`config.mk`:
```
export PLATFORM = sky130hd
export DESIGN_NAME = meter_frame_validator
export DESIGN_NICKNAME = d
export VERILOG_FILES = /design/src/hdl/mfv_pkg.sv /design/src/hdl/mfv_core.sv /design/src/hdl/meter_frame_validator.sv
export VERILOG_INCLUDE_DIRS = /design/src /design/src/hdl
export SDC_FILE = /design/constraint.sdc
export NUM_CORES = 1
export LEC_CHECK = 0
export BUFFER_PORTS_ARGS = -buffer_cell sky130_fd_sc_hd__buf_4
export CAP_MARGIN = 10
export CORE_MARGIN = 4
export CORE_UTILIZATION = 50
export DETAILED_ROUTE_END_ITERATION = 16
export PLACE_DENSITY = 0.73
export SKIP_LAST_GASP = 1
export SLEW_MARGIN = 10
export SYNTH_ARGS = -nofsm -noshare
export SYNTH_HDL_FRONTEND = slang
export SYNTH_SLANG_ARGS = --single-unit
export TNS_END_PERCENT = 5
```
`constraint.sdc`:
```
create_clock -name clk -period 4.1 [get_ports clk]
set_clock_uncertainty 0.1 [all_clocks]
set_input_delay 0.82 -clock clk [delete_from_list [all_inputs] [get_ports clk]]
set_output_delay 0.82 -clock clk [all_outputs]
set_load 0.005 [all_outputs]
```
`src/hdl/assert_macros.svh`:
```
// assertion macros used by the mfv_core frame state machine
// no dependencies; include by bare file name
`ifndef ASSERT_MACROS_SVH
`define ASSERT_MACROS_SVH

// property checked on every rising clock edge outside reset
`define MFV_ASSERT(lbl, prop, msg) \
	lbl: assert property (@(posedge clk) disable iff (!arst_n) (prop)) else $error(msg);

// consequence checked in the cycle after the antecedent
`define MFV_ASSERT_NEXT(lbl, ante, cons, msg) \
	lbl: assert property (@(posedge clk) disable iff (!arst_n) (ante) |=> (cons)) else $error(msg);

`endif

```
`src/hdl/mfv_pkg.sv`:
```
`timescale 1ns / 1ps
// shared types and constants for the meter frame validator
// used by mfv_core and meter_frame_validator; no dependencies

package mfv_pkg;

	localparam int unsigned BYTE_W = 8;
	localparam int unsigned LEN_W = 14;
	localparam int unsigned STAT_W = 3;
	localparam int unsigned PADDR_W = 3;
	localparam int unsigned PDATA_W = 32;

	localparam logic [BYTE_W-1:0] START_CODE = 8'h68;
	localparam logic [BYTE_W-1:0] END_CODE = 8'h16;
	localparam logic [1:0] MARK_BITS = 2'b10;
	localparam logic [LEN_W-1:0] LEN_RESET = 14'h3FFF;

	// register index taken from the word address bit
	localparam logic REG_MAX_DATA_LEN = 1'b0;

	typedef enum logic [STAT_W-1:0] {
		ST_HUNT = 3'd0,
		ST_BUSY = 3'd1,
		ST_OK = 3'd2,
		ST_HEADER = 3'd3,
		ST_LONG = 3'd4,
		ST_ENDBAD = 3'd5,
		ST_SUMBAD = 3'd6
	} status_t;

	typedef enum logic [7:0] {
		PH_HUNT = 8'b0000_0001,
		PH_L1LO = 8'b0000_0010,
		PH_L1HI = 8'b0000_0100,
		PH_L2LO = 8'b0000_1000,
		PH_L2HI = 8'b0001_0000,
		PH_START2 = 8'b0010_0000,
		PH_DATA = 8'b0100_0000,
		PH_END = 8'b1000_0000
	} phase_t;

	typedef struct packed {
		logic in_frame;
		logic frame_done;
		status_t status;
	} mfv_result_t;

endpackage

```
`src/hdl/mfv_core.sv`:
```
`timescale 1ns / 1ps
// frame state machine: header, length, checksum and end code checks per byte
// depends on mfv_pkg and assert_macros.svh

`include "assert_macros.svh"

module mfv_core import mfv_pkg::*; (
	input  logic              clk,
	input  logic              arst_n,
	input  logic              step,
	input  logic [BYTE_W-1:0] rx_byte,
	input  logic [LEN_W-1:0]  max_data_len,
	output mfv_result_t       res
);

	phase_t            phase_q, phase_d;
	logic [BYTE_W-1:0] low_len_q, low_len_d;
	logic [LEN_W-1:0]  len1_q, len1_d;
	logic [LEN_W-1:0]  rem_q, rem_d;
	logic [BYTE_W-1:0] sum_q, sum_d;

	logic [15:0]      word;
	logic [LEN_W-1:0] word_len;
	logic             mark_ok;
	logic             is_start;
	status_t          st;
	logic             inf;
	logic             done;
	logic             err;
	logic             in_hunt;

	assign word = {rx_byte, low_len_q};
	assign word_len = word[15:2];
	assign mark_ok = (word[1:0] == MARK_BITS);
	assign is_start = (rx_byte == START_CODE);
	assign in_hunt = (phase_q == PH_HUNT);

	always_comb begin
		phase_d = phase_q;
		low_len_d = low_len_q;
		len1_d = len1_q;
		rem_d = rem_q;
		sum_d = sum_q;
		st = ST_BUSY;
		inf = 1'b1;
		done = 1'b0;
		case (phase_q)
			PH_L1LO: begin
				low_len_d = rx_byte;
				phase_d = PH_L1HI;
			end
			PH_L2LO: begin
				low_len_d = rx_byte;
				phase_d = PH_L2HI;
			end
			PH_L1HI: begin
				len1_d = word_len;
				if (!mark_ok) begin
					st = ST_HEADER;
				end else if (word_len > max_data_len) begin
					st = ST_LONG;
				end else begin
					phase_d = PH_L2LO;
				end
			end
			PH_L2HI: begin
				if (!mark_ok || word_len != len1_q) begin
					st = ST_HEADER;
				end else begin
					phase_d = PH_START2;
				end
			end
			PH_START2: begin
				if (!is_start) begin
					st = ST_HEADER;
				end else begin
					rem_d = len1_q;
					sum_d = '0;
					phase_d = PH_DATA;
				end
			end
			PH_DATA: begin
				if (rem_q != '0) begin
					sum_d = sum_q + rx_byte;
					rem_d = rem_q - LEN_W'(1);
				end else begin
					sum_d = sum_q - rx_byte;
					phase_d = PH_END;
				end
			end
			PH_END: begin
				if (rx_byte != END_CODE) begin
					st = ST_ENDBAD;
				end else if (sum_q != '0) begin
					st = ST_SUMBAD;
				end else begin
					st = ST_OK;
					done = 1'b1;
					phase_d = PH_HUNT;
				end
			end
			default: begin
				if (is_start) begin
					phase_d = PH_L1LO;
				end else begin
					st = ST_HUNT;
					inf = 1'b0;
				end
			end
		endcase
		err = (st == ST_HEADER) || (st == ST_LONG) || (st == ST_ENDBAD) ||
			(st == ST_SUMBAD);
		if (err) begin
			// an erroring start byte opens a new frame
			phase_d = is_start ? PH_L1LO : PH_HUNT;
			inf = is_start;
		end
	end

	assign res.in_frame = inf;
	assign res.frame_done = done;
	assign res.status = st;

	always_ff @(posedge clk or negedge arst_n) begin
		if (!arst_n) begin
			phase_q <= PH_HUNT;
			low_len_q <= '0;
			len1_q <= '0;
			rem_q <= '0;
			sum_q <= '0;
		end else if (step) begin
			phase_q <= phase_d;
			low_len_q <= low_len_d;
			len1_q <= len1_d;
			rem_q <= rem_d;
			sum_q <= sum_d;
		end
	end

	`MFV_ASSERT(a_done_ok, !res.frame_done || (res.status == ST_OK && res.in_frame), "done without ok")
	`MFV_ASSERT_NEXT(a_hunt_stays, step && in_hunt && !is_start, in_hunt, "left hunt without start")
	`MFV_ASSERT_NEXT(a_err_resync, step && err, in_hunt || phase_q == PH_L1LO, "no resync")
	`MFV_ASSERT_NEXT(a_hold, !step, $stable({phase_q, sum_q, rem_q}), "state moved without a beat")

endmodule

```
`src/hdl/meter_frame_validator.sv`:
```
`timescale 1ns / 1ps
// Byte-serial validator for 0x68-framed meter messages. One byte is taken per clock while
// in_ready is high; each byte comes back as one result beat after the input register and
// then the result register, which captures the frame check result. Unless out_ready stalls,
// throughput is one beat per cycle, set by the single frame state register update per byte.
// The user writes max_data_len over the APB port at byte address 0 only while idle;
// the block does not enforce it. It depends on mfv_pkg and mfv_core.

module meter_frame_validator import mfv_pkg::*; (
	input  logic               clk,
	input  logic               arst_n,
	input  logic               psel,
	input  logic               penable,
	input  logic               pwrite,
	input  logic [PADDR_W-1:0] paddr,
	input  logic [PDATA_W-1:0] pwdata,
	output logic [PDATA_W-1:0] prdata,
	output logic               pready,
	input  logic               in_valid,
	output logic               in_ready,
	input  logic [BYTE_W-1:0]  rx_byte,
	output logic               out_valid,
	input  logic               out_ready,
	output logic [BYTE_W-1:0]  echo_byte,
	output logic               in_frame,
	output logic               frame_done,
	output logic [STAT_W-1:0]  status
);

	logic [LEN_W-1:0]  max_len_q;
	logic              valid_s1;
	logic [BYTE_W-1:0] byte_s1;
	logic              valid_s2;
	logic [BYTE_W-1:0] byte_s2;
	mfv_result_t       res_s2;
	mfv_result_t       res;
	logic              out_free;
	logic              adv;
	logic              reg_sel;

	// config register
	assign pready = 1'b1;
	assign reg_sel = (paddr[PADDR_W-1] == REG_MAX_DATA_LEN);
	assign prdata = reg_sel ? {{(PDATA_W-LEN_W){1'b0}}, max_len_q} : '0;

	always_ff @(posedge clk or negedge arst_n) begin
		if (!arst_n) begin
			max_len_q <= LEN_RESET;
		end else if (psel && penable && pwrite && reg_sel) begin
			max_len_q <= pwdata[LEN_W-1:0];
		end
	end

	// input register
	assign out_free = !valid_s2 || out_ready;
	assign adv = valid_s1 && out_free;
	assign in_ready = !valid_s1 || out_free;

	always_ff @(posedge clk or negedge arst_n) begin
		if (!arst_n) begin
			valid_s1 <= 1'b0;
		end else if (in_ready) begin
			valid_s1 <= in_valid;
		end
	end

	always_ff @(posedge clk) begin
		if (in_valid && in_ready) begin
			byte_s1 <= rx_byte;
		end
	end

	mfv_core u_core (
		.clk          (clk),
		.arst_n       (arst_n),
		.step         (adv),
		.rx_byte      (byte_s1),
		.max_data_len (max_len_q),
		.res          (res)
	);

	// result register
	always_ff @(posedge clk or negedge arst_n) begin
		if (!arst_n) begin
			valid_s2 <= 1'b0;
		end else if (out_free) begin
			valid_s2 <= valid_s1;
		end
	end

	always_ff @(posedge clk) begin
		if (adv) begin
			byte_s2 <= byte_s1;
			res_s2 <= res;
		end
	end

	assign out_valid = valid_s2;
	assign echo_byte = byte_s2;
	assign in_frame = res_s2.in_frame;
	assign frame_done = res_s2.frame_done;
	assign status = res_s2.status;

endmodule
```
==> flow_metrics.tcl <==
set metrics [dict create \
    status "finished clean" \
    cts_tree "built" \
    relSlewSlack_pct 28.7 \
    fin_crit_ps 3630 \
    crit_type "reg -> reg" \
    yosysWarningCount 0 \
    syn_area_per_cell_um2 10.2 \
    final_util_pct 59.0 \
    rsz0062_at_grt "no" \
    wl_um 11500 \
    gr-usage-all-layers_pct 20.7 \
    vias 3921 \
    leakage_nw 2.57 \
    area_delta_synth_final_pct 13.6 \
    grt.overflow.total 0 \
    cts_setup_buffers 0 \
    layout_common_cells "62 x buf_4, 53 x dfrtp_1, 42 x nor2_1, 35 x o21ai_0, 33 x inv_1" \
    min_path_type "reg -> reg" \
    ir_drop_uv 244 \
    hold_end "u_core.low_len_q[1]" \
    synth_top_area_cell "dfrtp_1" \
    synthDistinctLibCells 68 \
    fp.dieW_um 110 \
    nFillCells 854 \
    ys_seq_area_share_pct 45.6 \
    hold_viol 0 \
    h-tree-depth 3 \
    grt_pass1_wl_um 19400 \
    critPathArrivalTime_ps 3780 \
    finalSetupViolations 0 \
    cts_buffers 9 \
    m1WireLength_um 5100 \
    setup_tns_ps 0 \
    core-area_um2 9910 \
    initial_core_util_pct 52.0 \
    postCtsHoldBufs 0 \
    die_y_um 110 \
    layout.cells.non_filler 698 \
    drtPass1Iterations 4 \
    cts_buffer_depth 2 \
    wl_met2_um 5580 \
    drt_iter0_markers 188 \
    postRouteAntennaNets 0 \
    crit_required_ps 4250 \
    gp_congestion 0.894 \
    cts_root_buf "clkbuf_8" \
    synth_seq_cells 89 \
    power_density_nw_per_um2 331 \
    topRoutingLayerUsed "met4" \
    portBuffers 58 \
    syn_inst 507 \
    synth_edf_count 21 \
    fin_nets 635 \
    grt_pass1_vias 4039 \
    timing.reg2reg.setup_slack_ps 470 \
    clkTransAtPathRegs_ps 90 \
    hold_path_depth 1 \
    met3_length_um 546 \
    rr_startpoint "u_core.rem_q[0]" \
    rows 36 \
    post_drt_wl_per_cell_um 16.4 \
    end_kind "register" \
    io-pin-count 98 \
    drive_above_1_share_pct 24.4 \
    antenna_found_initial 0 \
    drcViolationCount 0 \
    cp-start-kind "register" \
    tightest_slew_ps 1060 \
    placedCellCount 682 \
    die_area_um2 12000 \
    via_per_inst 5.62 \
    period_share_pct 88.5 \
    async_reset_ff_share_pct 76.4 \
    yosysTopAreaCellShare_pct 25.7 \
    clock_latency_ps 370 \
    place_hpwl_um 8670 \
    clkSinkCount 89 \
    max_freq_mhz 276 \
    drv_slew 0 \
    synth_ff_type "dfrtp_1" \
    rr_worst_depth 14 \
    antennaDiodeCount 0 \
    grt_max_degree 69 \
    synth.area.top_cells "dfrtp_1 26%, edfxtp_1 12%, dfstp_2 7.6%" \
    r2r-end "u_core.sum_q[7]" \
    syn_area_um2 5150 \
    total_power_mw 1.94 \
    min-delay-start "u_core.low_len_q[1]" \
    path_max_fanout 6 \
    drv_cap 0 \
    layout_commonest_cell "buf_4" \
]
registers in the layout, indices dropped and copies added, names as in the netlist:
name,count
max_len_q,14
u_core.len1_q,14
u_core.rem_q,14
byte_s1,8
echo_byte,8
u_core.low_len_q,8
u_core.phase_q,8
u_core.sum_q,8
status,3
frame_done,1
in_frame,1
out_valid,1
valid_s1,1
layer usage:
metal / global-route usage, % / vias up
met1: 27.1 / 1890
met3: 4.82 / 22
met2: 33.7 / 113
met4: 7.30 / 0
li1: - / 1896
met5: 0 / -
critical path, stage by stage, from the launching register on:
cell and delay (ps):
dfrtp_1 400, inv_1 100, ha_1 200, nor4b_1 240, buf_4 190, nand4_1 310
nor2_1 260, xor2_1 210, ha_1 290, o21ai_0 150, inv_1 80, a2111oi_2 460
o22a_1 230, o31ai_1 70, a21bo_2 220
worst max-delay path by stage:
stage	cells past startpoint	slack, ps	endpoint	start
after floorplan	13	720	u_core.sum_q[7]	u_core.rem_q[0]
after global placement	14	500	u_core.sum_q[7]	u_core.rem_q[0]
after detailed placement	14	310	u_core.sum_q[7]	u_core.rem_q[0]
after CTS	14	270	u_core.sum_q[7]	u_core.rem_q[0]
after global routing	14	140	u_core.sum_q[7]	u_core.rem_q[0]
final	14	470	u_core.sum_q[7]	u_core.rem_q[0]
cell usage after synthesis, types with 4 or more instances:
master    count
xnor2_1      17
dfrtp_1      53
o31ai_1       7
ha_1         24
or3_1         4
nand2b_1     12
mux2_2       32
edfxtp_1     21
nor4_1       12
clkbuf_1     15
nand3_1      13
nor3_1       10
buf_4        19
inv_1        33
o21ai_0      35
or4_1         4
o22ai_1       4
nor2_1       42
nand4_1      10
nand2_1      29
xor2_1        5
nor2b_1       4
dfstp_2      15
a21oi_1      24
cells by family (layout without fill, tap and decap cells):
group                      count (synthesis)  count (layout)  share of synthesized area [%]
other                                      2              19                          0.146
AOI/OAI and AO/OA                        104             104                           13.5
xor gates and xnor gates                  22              22                           3.74
buffers and inverters                     70             111                           6.68
adders and majority gates                 25              25                           6.22
muxes                                     35              35                           7.63
DFF                                       89              89                           45.6
and+or+nand+nor                          160             160                           16.4
report_power, final:
group          total, mW  switching (mW)  internal, mW
Sequential          1.02          0.0417         0.982
Combinational      0.262           0.135         0.127
Clock              0.653           0.341         0.313
metrics by stage:
step | worst slack (ps) | cell area [µm²] | hold WS (ps)
after detailed placement | 310 | 5630 | 387
after floorplan | 723 | 5220 | 352
after CTS | 272 | 5840 | 410
after global placement | 503 | 5630 | 367
after global routing | 143 | 5850 | 436
final | 473 | 5850 | 405
timing repair:
action / CTS / global route
endpoints found under the hold margin: 0 / 0
endpoints found under the setup margin: 0 / 1
resized for setup: 0 / 2
layout make-up:
type	count	area, µm²	share of cell area, %
clock buffer	10	138	2.35
timing repair buffer	62	465	7.96
clock inverter	6	78.8	1.35
inverter	33	124	2.12
sequential	89	2350	40.2
multi-input combinational	365	2530	43.2
tap	133	166	2.84
Power figures use the tool's default switching activity.
